===== src/rtl/rlp_pkg.sv =====
// shared constants and types for the random letter pairing block
// no dependencies; every other file in rtl uses it by scoped names
package rlp_pkg;

    localparam int MAX_LETTERS_DEF = 32;
    localparam int RAND_W          = 31;
    localparam int CFG_W           = 6;
    localparam int POS_W           = 5;
    localparam int PAIR_NUM_W      = 4;
    localparam int PAIRS_W         = 5;
    localparam int EXT_W           = 7;
    localparam int STEP_W          = $clog2(RAND_W);

    localparam logic [CFG_W-1:0] LETTERS_RESET = 6'd26;

    typedef struct packed {
        logic              start;
        logic [RAND_W-1:0] dividend;
    } t_mod_req;

endpackage


===== src/rtl/rlp_in_if.sv =====
// request channel carrying the two random words of one pair
// depends on rlp_pkg
interface rlp_in_if;
    logic                      valid;
    logic                      ready;
    logic [rlp_pkg::RAND_W-1:0] random_first;
    logic [rlp_pkg::RAND_W-1:0] random_second;

    modport source (output valid, output random_first, output random_second, input ready);
    modport sink   (input valid, input random_first, input random_second, output ready);
endinterface


===== src/rtl/rlp_out_if.sv =====
// result channel carrying one reported pair and its status
// depends on rlp_pkg
interface rlp_out_if;
    logic                          valid;
    logic                          ready;
    logic [rlp_pkg::POS_W-1:0]      first_position;
    logic [rlp_pkg::POS_W-1:0]      second_position;
    logic [rlp_pkg::PAIR_NUM_W-1:0] pair_number;
    logic                          last_pair;
    logic                          status;

    modport source (output valid, output first_position, output second_position,
                    output pair_number, output last_pair, output status, input ready);
    modport sink   (input valid, input first_position, input second_position,
                    input pair_number, input last_pair, input status, output ready);
endinterface


===== src/rtl/rlp_mod_unit.sv =====
// iterative remainder unit, one dividend bit per cycle (restoring)
// depends on rlp_pkg
module rlp_mod_unit #(
    parameter int DIV_W = 6
) (
    input  logic                  i_clk,
    input  logic                  i_rst_n,
    input  rlp_pkg::t_mod_req     i_req,
    input  logic [DIV_W-1:0]      i_divisor,
    output logic                  o_done,
    output logic [DIV_W-1:0]      o_rem
);

    logic                        r_busy;
    logic                        r_done;
    logic [rlp_pkg::STEP_W-1:0]  r_step;
    logic [rlp_pkg::RAND_W-1:0]  r_dvd;
    logic [DIV_W-1:0]            r_rem;
    logic [DIV_W-1:0]            r_div;

    logic [DIV_W:0]              w_trial;
    logic [DIV_W-1:0]            n_rem;

    always_comb begin
        w_trial = {r_rem, r_dvd[rlp_pkg::RAND_W-1]};
        if (w_trial >= {1'b0, r_div}) begin
            n_rem = DIV_W'(w_trial - {1'b0, r_div});
        end else begin
            n_rem = DIV_W'(w_trial);
        end
    end

    always_ff @(posedge i_clk) begin
        if (!i_rst_n) begin
            r_busy <= 1'b0;
            r_done <= 1'b0;
            r_step <= '0;
        end else begin
            r_done <= 1'b0;
            if (i_req.start) begin
                r_busy <= 1'b1;
                r_step <= '0;
            end else if (r_busy) begin
                r_step <= r_step + 1'b1;
                if (r_step == rlp_pkg::STEP_W'(rlp_pkg::RAND_W - 1)) begin
                    r_busy <= 1'b0;
                    r_done <= 1'b1;
                end
            end
        end
    end

    always_ff @(posedge i_clk) begin
        if (i_req.start) begin
            r_dvd <= i_req.dividend;
            r_rem <= '0;
            r_div <= i_divisor;
        end else if (r_busy) begin
            r_dvd <= r_dvd << 1;
            r_rem <= n_rem;
        end
    end

    assign o_done = r_done;
    assign o_rem  = r_rem;

endmodule


===== src/rtl/random_letter_pairing_core.sv =====
// top level: sequencer that counts, reduces and scans the unpaired mask
// depends on rlp_pkg, rlp_in_if, rlp_out_if, rlp_mod_unit
//
// channel   dir  handshake      payload
// i_in      in   valid/ready    random_first, random_second
// o_out     out  valid/ready    first_position, second_position, pair_number,
//                               last_pair, status
// i_cfg     in   i_cfg_wr_en    i_cfg_wr_data (letter_count)
//
// one request at a time; the work for it is set by the bit-serial mask count
// and two k-th bit scans plus two 31-step remainder passes in the shared
// remainder unit; a bad letter count skips from the check to the result
// reset is synchronous active low and restores a full mask and a count of 26
// the result sits in an output register, so a new request is taken while the
// previous result waits; the sequencer only holds its final step on a stall
module random_letter_pairing_core #(
    parameter int MAX_LETTERS = rlp_pkg::MAX_LETTERS_DEF
) (
    input  logic                      i_clk,
    input  logic                      i_rst_n,
    rlp_in_if.sink                    i_in,
    rlp_out_if.source                 o_out,
    input  logic                      i_cfg_wr_en,
    input  logic [rlp_pkg::CFG_W-1:0] i_cfg_wr_data
);

    localparam int IW = $clog2(MAX_LETTERS);
    localparam int CW = $clog2(MAX_LETTERS + 1);

    typedef enum logic [7:0] {
        ST_IDLE  = 8'b0000_0001,
        ST_CHECK = 8'b0000_0010,
        ST_COUNT = 8'b0000_0100,
        ST_MOD1  = 8'b0000_1000,
        ST_SCAN1 = 8'b0001_0000,
        ST_MOD2  = 8'b0010_0000,
        ST_SCAN2 = 8'b0100_0000,
        ST_DONE  = 8'b1000_0000
    } t_state;

    t_state                        r_state;
    logic [rlp_pkg::CFG_W-1:0]     r_n;
    logic [MAX_LETTERS-1:0]        r_mask;
    logic [rlp_pkg::PAIRS_W-1:0]   r_pairs;
    logic [rlp_pkg::RAND_W-1:0]    r_r1;
    logic [rlp_pkg::RAND_W-1:0]    r_r2;
    logic [CW-1:0]                 r_idx;
    logic [CW-1:0]                 r_cnt;
    logic [CW-1:0]                 r_remain;
    logic [CW-1:0]                 r_k;
    logic [IW-1:0]                 r_p1;
    logic [IW-1:0]                 r_p2;
    logic                          r_err;

    logic                              r_ov;
    logic [rlp_pkg::POS_W-1:0]         r_o_first;
    logic [rlp_pkg::POS_W-1:0]         r_o_second;
    logic [rlp_pkg::PAIR_NUM_W-1:0]    r_o_pair;
    logic                              r_o_last;
    logic                              r_o_status;

    logic [IW-1:0]                 w_idx;
    logic                          w_active;
    logic                          w_idx_end;
    logic                          w_invalid;
    logic                          w_out_free;
    logic                          w_last;
    logic [CW-1:0]                 w_cnt_final;
    logic [CW-1:0]                 w_remain_new;
    logic [rlp_pkg::EXT_W-1:0]     w_p1_ext;
    logic [rlp_pkg::EXT_W-1:0]     w_p2_ext;

    rlp_pkg::t_mod_req             w_mod_req;
    logic [CW-1:0]                 w_mod_div;
    logic                          w_mod_done;
    logic [CW-1:0]                 w_mod_rem;

    always_comb begin
        w_idx        = r_idx[IW-1:0];
        w_active     = r_mask[w_idx]
                       && (rlp_pkg::EXT_W'(r_idx) < rlp_pkg::EXT_W'(r_n));
        w_idx_end    = (r_idx == CW'(MAX_LETTERS - 1));
        w_invalid    = r_n[0] || (r_n == '0)
                       || (rlp_pkg::EXT_W'(r_n) > rlp_pkg::EXT_W'(MAX_LETTERS));
        w_out_free   = !r_ov || o_out.ready;
        w_last       = (r_remain == CW'(2));
        w_cnt_final  = r_cnt + CW'(w_active);
        w_remain_new = (w_cnt_final < CW'(2)) ? CW'(r_n) : w_cnt_final;
        w_p1_ext     = rlp_pkg::EXT_W'(r_p1);
        w_p2_ext     = rlp_pkg::EXT_W'(r_p2);

        w_mod_req.start    = 1'b0;
        w_mod_req.dividend = r_r2;
        w_mod_div          = r_remain - 1'b1;
        unique case (r_state)
            ST_COUNT: begin
                w_mod_req.start    = w_idx_end;
                w_mod_req.dividend = r_r1;
                w_mod_div          = w_remain_new;
            end
            ST_SCAN1: begin
                w_mod_req.start = w_active && (r_k == '0);
            end
            default: begin
            end
        endcase
    end

    rlp_mod_unit #(
        .DIV_W (CW)
    ) u_mod (
        .i_clk     (i_clk),
        .i_rst_n   (i_rst_n),
        .i_req     (w_mod_req),
        .i_divisor (w_mod_div),
        .o_done    (w_mod_done),
        .o_rem     (w_mod_rem)
    );

    // control state
    always_ff @(posedge i_clk) begin
        if (!i_rst_n) begin
            r_state <= ST_IDLE;
            r_n     <= rlp_pkg::LETTERS_RESET;
            r_mask  <= '1;
            r_pairs <= '0;
            r_ov    <= 1'b0;
        end else begin
            if (i_cfg_wr_en) begin
                r_n <= i_cfg_wr_data;
            end
            if (o_out.ready && (r_state != ST_DONE)) begin
                r_ov <= 1'b0;
            end
            unique case (r_state)
                ST_IDLE: begin
                    if (i_in.valid) begin
                        r_state <= ST_CHECK;
                    end
                end
                ST_CHECK: begin
                    r_state <= w_invalid ? ST_DONE : ST_COUNT;
                end
                ST_COUNT: begin
                    if (w_idx_end) begin
                        r_state <= ST_MOD1;
                        if (w_cnt_final < CW'(2)) begin
                            r_mask  <= '1;
                            r_pairs <= '0;
                        end
                    end
                end
                ST_MOD1: begin
                    if (w_mod_done) begin
                        r_state <= ST_SCAN1;
                    end
                end
                ST_SCAN1: begin
                    if (w_mod_req.start) begin
                        r_state <= ST_MOD2;
                    end
                end
                ST_MOD2: begin
                    if (w_mod_done) begin
                        r_state <= ST_SCAN2;
                    end
                end
                ST_SCAN2: begin
                    if (w_active && (w_idx != r_p1) && (r_k == '0)) begin
                        r_state <= ST_DONE;
                    end
                end
                ST_DONE: begin
                    if (w_out_free) begin
                        r_state <= ST_IDLE;
                        r_ov    <= 1'b1;
                        if (!r_err) begin
                            if (w_last) begin
                                r_mask  <= '1;
                                r_pairs <= '0;
                            end else begin
                                r_mask  <= r_mask & ~(MAX_LETTERS'(1) << r_p1)
                                           & ~(MAX_LETTERS'(1) << r_p2);
                                r_pairs <= r_pairs + 1'b1;
                            end
                        end
                    end
                end
                default: begin
                    r_state <= ST_IDLE;
                end
            endcase
        end
    end

    // datapath
    always_ff @(posedge i_clk) begin
        unique case (r_state)
            ST_IDLE: begin
                r_r1 <= i_in.random_first;
                r_r2 <= i_in.random_second;
            end
            ST_CHECK: begin
                r_err <= w_invalid;
                r_idx <= '0;
                r_cnt <= '0;
            end
            ST_COUNT: begin
                r_idx    <= r_idx + 1'b1;
                r_cnt    <= w_cnt_final;
                r_remain <= w_remain_new;
            end
            ST_MOD1, ST_MOD2: begin
                r_k   <= w_mod_rem;
                r_idx <= '0;
            end
            ST_SCAN1: begin
                r_idx <= r_idx + 1'b1;
                if (w_active) begin
                    r_k  <= r_k - 1'b1;
                    r_p1 <= w_idx;
                end
            end
            ST_SCAN2: begin
                r_idx <= r_idx + 1'b1;
                if (w_active && (w_idx != r_p1)) begin
                    r_k  <= r_k - 1'b1;
                    r_p2 <= w_idx;
                end
            end
            ST_DONE: begin
                if (w_out_free) begin
                    if (r_err) begin
                        r_o_first  <= '0;
                        r_o_second <= '0;
                        r_o_pair   <= '0;
                        r_o_last   <= 1'b0;
                        r_o_status <= 1'b1;
                    end else begin
                        r_o_first  <= w_p1_ext[rlp_pkg::POS_W-1:0];
                        r_o_second <= w_p2_ext[rlp_pkg::POS_W-1:0];
                        r_o_pair   <= r_pairs[rlp_pkg::PAIR_NUM_W-1:0];
                        r_o_last   <= w_last;
                        r_o_status <= 1'b0;
                    end
                end
            end
            default: begin
            end
        endcase
    end

    assign i_in.ready            = (r_state == ST_IDLE);
    assign o_out.valid           = r_ov;
    assign o_out.first_position  = r_o_first;
    assign o_out.second_position = r_o_second;
    assign o_out.pair_number     = r_o_pair;
    assign o_out.last_pair       = r_o_last;
    assign o_out.status          = r_o_status;

endmodule


===== src/flat_wrapper.sv =====
// flat-port wrapper written by rule: the top's interface ports become plain ports
module random_letter_pairing_core_flat 
#(
    parameter int MAX_LETTERS = rlp_pkg::MAX_LETTERS_DEF
)
  (i_clk, i_rst_n, i_cfg_wr_en, i_cfg_wr_data, i_in_valid, i_in_random_first, i_in_random_second, i_in_ready, o_out_valid, o_out_first_position, o_out_second_position, o_out_pair_number, o_out_last_pair, o_out_status, o_out_ready);
  rlp_in_if i_in_i ();
  rlp_out_if o_out_i ();
  input  logic i_clk;
  input  logic i_rst_n;
  input  logic i_cfg_wr_en;
  input  logic [rlp_pkg::CFG_W-1:0] i_cfg_wr_data;
  input wire logic [$bits(i_in_i.valid)-1:0] i_in_valid;
  input wire logic [$bits(i_in_i.random_first)-1:0] i_in_random_first;
  input wire logic [$bits(i_in_i.random_second)-1:0] i_in_random_second;
  output wire logic [$bits(i_in_i.ready)-1:0] i_in_ready;
  output wire logic [$bits(o_out_i.valid)-1:0] o_out_valid;
  output wire logic [$bits(o_out_i.first_position)-1:0] o_out_first_position;
  output wire logic [$bits(o_out_i.second_position)-1:0] o_out_second_position;
  output wire logic [$bits(o_out_i.pair_number)-1:0] o_out_pair_number;
  output wire logic [$bits(o_out_i.last_pair)-1:0] o_out_last_pair;
  output wire logic [$bits(o_out_i.status)-1:0] o_out_status;
  input wire logic [$bits(o_out_i.ready)-1:0] o_out_ready;
  assign i_in_i.valid = i_in_valid;
  assign i_in_i.random_first = i_in_random_first;
  assign i_in_i.random_second = i_in_random_second;
  assign i_in_ready = i_in_i.ready;
  assign o_out_valid = o_out_i.valid;
  assign o_out_first_position = o_out_i.first_position;
  assign o_out_second_position = o_out_i.second_position;
  assign o_out_pair_number = o_out_i.pair_number;
  assign o_out_last_pair = o_out_i.last_pair;
  assign o_out_status = o_out_i.status;
  assign o_out_i.ready = o_out_ready;
  random_letter_pairing_core #(.MAX_LETTERS(MAX_LETTERS)) u_core (.i_clk(i_clk), .i_rst_n(i_rst_n), .i_in(i_in_i), .o_out(o_out_i), .i_cfg_wr_en(i_cfg_wr_en), .i_cfg_wr_data(i_cfg_wr_data));
endmodule

===== config.mk =====
export PLATFORM = sky130hd
export DESIGN_NAME = random_letter_pairing_core_flat
export DESIGN_NICKNAME = d
export VERILOG_FILES = /design/src/rtl/rlp_pkg.sv /design/src/rtl/rlp_in_if.sv /design/src/rtl/rlp_out_if.sv /design/src/rtl/rlp_mod_unit.sv /design/src/rtl/random_letter_pairing_core.sv /design/src/flat_wrapper.sv
export SDC_FILE = /design/constraint.sdc
export NUM_CORES = 1
export LEC_CHECK = 0
export BUFFER_PORTS_ARGS = -buffer_cell sky130_fd_sc_hd__buf_2
export CAP_MARGIN = 0
export CORE_MARGIN = 2
export CORE_UTILIZATION = 35
export DETAILED_ROUTE_END_ITERATION = 10
export HOLD_SLACK_MARGIN = 0.02
export SYNTH_ARGS = -nofsm -noshare
export SYNTH_HDL_FRONTEND = slang
export SYNTH_SLANG_ARGS = --single-unit
export TNS_END_PERCENT = 10

===== constraint.sdc =====
create_clock -name i_clk -period 7.15 [get_ports i_clk]
set_input_delay 1.0725 -clock i_clk [delete_from_list [all_inputs] [get_ports i_clk]]
set_output_delay 1.0725 -clock i_clk [all_outputs]
set_load 0.01 [all_outputs]

[Word-level counts from Yosys, hierarchy flattened]
Index checks and enable logic that the tools add are counted.
Storage, ports and cells
  register bits after elaboration: 215
  memories kept: 0
  word-level logic and storage cells: 139
  input port bits: 73
  bits in read-only memories: 0
  RAM bits: 0
  latch bits: 0
Operators by class
  bitwise logic cells: 6
  reductions and logical operators: 27
  shifts and indexed selects: 2
  multiply operators: 0
  div/mod/pow operators: 0
  eq/ne operators: 24
  $add $sub $neg: 7
  mux-type cells: 43
  $lt $le $gt $ge: 5
Operators with widths (count)
  32-bit 2-to-1 mux: 5
  31-bit 2-to-1 mux: 3
  32-bit AND: 2
  8-bit 2-to-1 mux: 8
  32-bit inverter: 2
  32-bit one-hot mux with 2 select lines: 1
  8-bit one-hot mux with 8 select lines: 1
  1-bit by 5-bit left shift with 32-bit output, first input constant: 2
  6-bit 2-to-1 mux: 5
  5-bit 2-to-1 mux: 5
  6-bit one-hot mux with 2 select lines: 2
  6-bit one-hot mux with 3 select lines: 1
  6-bit zero test: 2
  2-bit by 1-bit != test with 1-bit output, second input constant: 6
  6-bit by 1-bit subtractor with 6-bit output, second input constant: 2
  5-bit by 1-bit adder with 5-bit output, second input constant: 2
  2-bit != test, second input constant: 5
  5-bit one-hot mux with 2 select lines: 1
  1-bit 2-to-1 mux: 9
  3-bit OR reduction: 3
  8-bit by 1-bit equality test with 1-bit output, second input constant: 1
  8-bit by 2-bit equality test with 1-bit output, second input constant: 1
  8-bit by 3-bit equality test with 1-bit output, second input constant: 1
  8-bit by 4-bit equality test with 1-bit output, second input constant: 1
  other kinds (30): 43

[Longest topological paths before layout]
  word-level depth: 8
  gate-level depth with buffers: 18

[By module]
A second synthesis with hierarchy kept.
Second synthesis, totals
  cell total of the unflattened synthesis: 857
  area total of the unflattened synthesis: 9805.7 sq um
Modules (own cells, without submodules)
  random_letter_pairing_core: area an instance 7472.2 sq um, cells an instance 682, instances 1, seq. area each 4414.2 sq um
  rlp_mod_unit: area an instance 2333.5 sq um, cells an instance 175, instances 1, seq. area each 1371.3 sq um

[Worst setup path before layout]
OpenSTA, ideal clock, no wires.
  kind: reg-to-reg
  start point: register u_core.r_idx[0]
  end point: register u_core.r_pairs[3] (netlist name)
  setup slack: 3.250 ns
  clock period less this slack: 3.900 ns
  data required time: 7.078 ns
  data arrival time: 3.828 ns
  cell stages (with the launch flop): 18
  buffers on the path: 2
  setup time: 0.072 ns
  cell sequence: edfxtp_1 > buf_6 > mux4_2 > mux2i_1 > nor3_2 > o31a_1 > nand2_1 > inv_1 > ha_1 > ha_1 > nand3_1 > xnor2_1 > nor4_4 > a21oi_2 > a211o_1 > buf_6 > or3_1 > a21oi_1
On the way
  longest elaborated chain between the ends: 7
RTL lines
  start: declaration: line random_letter_pairing_core.sv:47  | logic [CW-1:0] r_idx;
  start signal: assignment: line random_letter_pairing_core.sv:209  | r_idx <= r_idx + 1'b1;
  start signal: assignment: line random_letter_pairing_core.sv:218  | r_idx <= r_idx + 1'b1;
  start signal: assignment: line random_letter_pairing_core.sv:225  | r_idx <= r_idx + 1'b1;
  1-bit binary-select mux with 5-bit select: line random_letter_pairing_core.sv:80  | w_active = r_mask[w_idx]
  1-bit 2-to-1 mux (implied by the code): line random_letter_pairing_core.sv:80
  1-bit logical AND: line random_letter_pairing_core.sv:81  | && (rlp_pkg::EXT_W'(r_idx) < rlp_pkg::EXT_W'(r_n));
  6-bit by 1-bit adder with 6-bit output: line random_letter_pairing_core.sv:87  | w_cnt_final = r_cnt + CW'(w_active);
  6-bit by 2-bit less-than comparator with 1-bit output: line random_letter_pairing_core.sv:147  | if (w_cnt_final < CW'(2)) begin
  2-bit by 1-bit != test with 1-bit output (no source line)
  5-bit AND reduction (no source line) *
  end signal: assignment: line random_letter_pairing_core.sv:184  | r_pairs <= r_pairs + 1'b1;
  end: declaration: line random_letter_pairing_core.sv:44  | logic [rlp_pkg::PAIRS_W-1:0] r_pairs;
Every way passes the cells marked *; elsewhere a longest branch is shown, timed or not. The select of a mux whose other input is x is not followed.
A chain may end at the register's enable or synchronous reset.

[Final worst setup path]
  start point: register u_core.r_idx[0]
  end point: register u_core.r_mask[26]
On the way
  longest elaborated chain between the ends: 7
RTL lines
  1-bit binary-select mux with 5-bit select: line random_letter_pairing_core.sv:80
  1-bit 2-to-1 mux (implied by the code): line random_letter_pairing_core.sv:80
  1-bit logical AND: line random_letter_pairing_core.sv:81
  6-bit by 1-bit adder with 6-bit output: line random_letter_pairing_core.sv:87
  6-bit by 2-bit less-than comparator with 1-bit output: line random_letter_pairing_core.sv:147
  2-bit by 1-bit != test with 1-bit output (no source line)
  5-bit AND reduction (no source line) *
  end signal: assignment: line random_letter_pairing_core.sv:182  | r_mask <= r_mask & ~(MAX_LETTERS'(1) << r_p1)
  end: declaration: line random_letter_pairing_core.sv:43  | logic [MAX_LETTERS-1:0] r_mask;
Marked as above.

==> run summary <==
## Pwr
- **internal power consumption** 2.41 mW
- **clock network fraction of total power** 0.341
- **final total power** 3.29 mW
- **switching share of power** 0.267
- **Max rail drop VDD** 0.000211 V
- **leakage power summed over all cells** 4.04 nW
- **share of total power in sequential cells** 0.521
- **power per unit of standard cell area** 294 nW/µm²
- **sw power** 0.877 mW
- **proportion of power drawn by combinational gates** 0.139

## Critical path
- **Critical R2R Capture** u_core.r_mask[26]
- **largest fanout on the critical path** 40
- **register-to-register setup slack** 2100 ps
- **Critical Setup Path Class** reg -> reg
- **CP Data Required Time** 7490 ps
- **sort of element at the end of the critical path** register
- **worst stage delay on the critical path** 940 ps
- **arrival time worst endpoint** 5390 ps
- **Reg2Reg Launch Point** u_core.r_idx[0]
- **launch point of the worst path** u_core.r_idx[0]
- **highest-delay cell along the critical path** o21a_1
- **number of cell instances on the worst register-to-register path** 15
- **Critical Path, Cell by Cell** mux4_1 > mux2i_1 > nor3_2 > o31a_1 > nand2_1 > inv_1 > ha_1 > and3_2 > a31oi_1 > nor4_4 > a21oi_2 > a211o_1 > buf_4 > o21a_1 > nand2_1
- **Top cell by count, worst path** nand2_1
- **CP Launch Type** register
- **worst setup path endpoint** u_core.r_mask[26]

## Route
- **initial detailed-routing violation count** 417
- **via count of the routed design** 6603
- **Remaining DRCs** 0
- **ratio of routed vias to standard cells** 4.96
- **length of the first detailed-routing pass in iterations** 5
- **number of antenna-violating nets in the routed design** 0
- **detail-routed net length per standard cell** 15.4 µm
- **routed wire length** 20500 µm

## Timing
- **highest attainable clock frequency** 198 MHz
- **Setup TNS Final** 0 ps
- **Hold Violations, Final** 0
- **unrepaired setup endpoints after global routing** false
- **worst slew pin tran** 1120 ps
- **portion of the clock cycle consumed by the worst path in the final layout** 0.707
- **clock tree skew after final layout** 8.70 ps
- **Max-Slew Margin vs Limit** 0.253
- **min Tclk post-route** 5050 ps
- **Slew Limit Fails** 0
- **setup-violating endpoint count in the final report** 0

## Layout
- **number of nets at the end of the flow** 1037
- **Syn-to-layout area delta** 15.1%
- **Util after Layout** 0.412
- **Layout Cell Area excl Fill** 11200 µm²
- **Fillers** 2548
- **leading cell type in the layout, fill and taps excluded** edfxtp_1
- **count of antenna diodes in the layout** 0
- **top library cells by usage in the layout, fill and taps aside** edfxtp_1 (150), nand2_1 (139), buf_2 (90)
- **share of cells above drive strength 1** 0.157

## Synthesis
- **FFs w/ async S/R, synth** 0
- **number of synthesized flops with an enable pin** 150
- **nets in the synthesized netlist** 960
- **Cells after Synth** 865
- **Yosys cell types** 63
- **FF+latch count, synth** 214
- **Top FF cell, synth** edfxtp_1
- **total standard cell area after synthesis** 9710 µm²
- **average instance area after synthesis** 11.2 µm²
- **Ys Warns** 0
- **Seq/Total Area, Yosys** 0.596

## Global routing
- **antenna violations before repair** 1
- **total overflow reported by the global router** 0
- **maximum number of pins on one net before global-route repair** 68
- **number of global-route vias before repair** 6292
- **gr usage total** 0.139
- **wire length of the first global-routing pass** 32500 µm

## Die
- **placement row count** 60
- **boundary pin count** 91
- **placeable core region** 27100 µm²
- **die extent in x** 171 µm
- **area of the die** 29100 µm²
- **Die H** 171 µm
- **effective utilization at floorplan** 0.358

## Clock tree
- **# resized after CTS** 0
- **clk sink count** 214
- **Clk Tree Root Cell** clkbuf_16
- **CTS Buf Count** 25
- **CTS max path bufs** 3
- **post-CTS clock slew at the launch and capture registers of the worst setup and hold paths** 60 ps
- **clock tree from TritonCTS** built
- **# H-tree levels** 1
- **# hold bufs at CTS** 0
- **clock latency of the later-clocked register in the worst-skew pair** 510 ps
- **number of setup buffers added after CTS** 0

## Placed design
- **Final Wtd Congestion** 0.807
- **dpl hpwl** 13800 µm
- **cell area after placement** 10500 µm²
- **count of port buffers added during placement** 90

## Run status
- **status** completed

## Hold path
- **Worst Min Path Start** u_core.r_mask[25]
- **path class of the lowest-slack min-delay path** reg -> reg

## Run
- **reported max-cap violation count** 0

==> state kept, by name, indices dropped and copies added (netlist names), 4 cells and up <==
signal and count:
u_core.r_state 8, u_core.r_k 6, u_core.u_mod.o_rem 6, u_core.r_p2 5
u_core.r_r2 31, u_core.o_out.pair_number 4, u_core.r_idx 6, u_core.r_pairs 4
u_core.o_out.second_position 5, u_core.r_p1 5, u_core.r_cnt 6, u_core.r_n 6
u_core.r_mask 32, u_core.u_mod.r_step 5, u_core.o_out.first_position 5, u_core.r_r1 31
u_core.u_mod.r_div 6, u_core.u_mod.r_dvd 31, u_core.r_remain 6
==> power groups by stage <==
| stage | Combinational (mW) | Sequential [mW] | Clock [mW] |
|---|---|---|---|
| 2_1_floorplan | 0.357 | 1.70 | 0 |
| 3_3_place_gp | 0.455 | 1.73 | 0 |
| 3_5_place_dp | 0.466 | 1.74 | 0 |
| 4_1_cts | 0.468 | 1.71 | 1.15 |
| 5_1_grt | 0.516 | 1.73 | 1.20 |
| 6_report | 0.456 | 1.71 | 1.12 |
==> worst max-delay path, delay by kind of cell, from the launching register on <==
family                   cells  cell delay, ps
flip-flops                   1             740
AO/OA/AOI/OAI                5            1910
adder cells (fa/ha/maj)      1             230
multiplexers                 2             820
AND/OR/NAND/NOR              5             730
buffers and inverters        2             390
==> stage by stage <==
step	worst slack, ps	hold WS [ps]	instances
2_1_floorplan	3250	435	865
3_3_place_gp	2300	453	1287
3_5_place_dp	2080	451	1287
4_1_cts	2060	463	1330
5_1_grt	1790	477	1330
6_report	2100	462	1330
==> how the worst min path moves through the flow <==
| stage | end | slack [ps] | cells after the start |
|---|---|---|---|
| 2_1_floorplan | u_core.r_mask[19] | 430 | 2 |
| 3_3_place_gp | u_core.r_mask[26] | 450 | 2 |
| 3_5_place_dp | u_core.r_mask[18] | 450 | 2 |
| 4_1_cts | u_core.r_mask[27] | 460 | 2 |
| 5_1_grt | u_core.r_mask[20] | 480 | 2 |
| 6_report | u_core.r_mask[25] | 460 | 2 |
==> cell usage after synthesis, types with 4 or more instances <==
library cell	instances	area [µm²]
or3_1	4	25.0
nor2_1	83	312
a21oi_1	18	90.1
nor3b_1	8	60.1
a21o_1	7	52.6
xnor2_1	17	149
xor2_1	15	131
and3_1	6	37.5
edfxtp_1	150	4500
nand3_1	9	45.0
nor4_1	4	25.0
mux4_1	5	131
buf_1	6	22.5
clkbuf_1	25	93.8
a22oi_1	32	240
nor2b_1	25	156
and2_1	7	43.8
inv_1	26	97.6
a211oi_1	5	37.5
dfxtp_1	64	1280
buf_4	5	37.5
o211ai_1	8	60.1
nor3_1	15	75.1
nand2_1	139	522
mux2_2	5	56.3
buf_2	9	45.0
ha_1	21	263
nand2b_1	4	25.0
o21ai_0	51	255
a31oi_1	34	213
mux2i_1	9	90.1
nand4_1	5	31.3
==> logic make-up (layout without fill, tap and decap cells) <==
| kind of cell | Yosys count | in the layout | synth area share |
|---|---|---|---|
| buffers and inverters | 73 | 166 | 0.0329 |
| AOI/OAI and AO/OA | 177 | 177 | 0.125 |
| xor gates and xnor gates | 32 | 32 | 0.0289 |
| adders and majority gates | 22 | 22 | 0.0291 |
| and+or+nand+nor | 327 | 327 | 0.158 |
| DFF | 214 | 214 | 0.596 |
| muxes | 20 | 20 | 0.0309 |
==> layout make-up <==
class / count / area (µm²) / share of cell area
inverter: 26 / 97.6 / 0.00873
multi-input combinational: 578 / 3610 / 0.323
tap: 372 / 465 / 0.0417
sequential: 214 / 5790 / 0.518
clock inverter: 10 / 52.6 / 0.00470
clock buffer: 33 / 656 / 0.0587
timing repair buffer: 97 / 503 / 0.0450
==> metal layers <==
layer / track usage / up-vias / part of all wire
li1: - / 3295 / -
met1: 0.200 / 3094 / 0.48
met2: 0.211 / 178 / 0.44
met3: 0.0298 / 34 / 0.060
met4: 0.0372 / 2 / 0.022
met5: 0 / - / 0.00064
No activity file was read; power rests on OpenSTA's default activity.
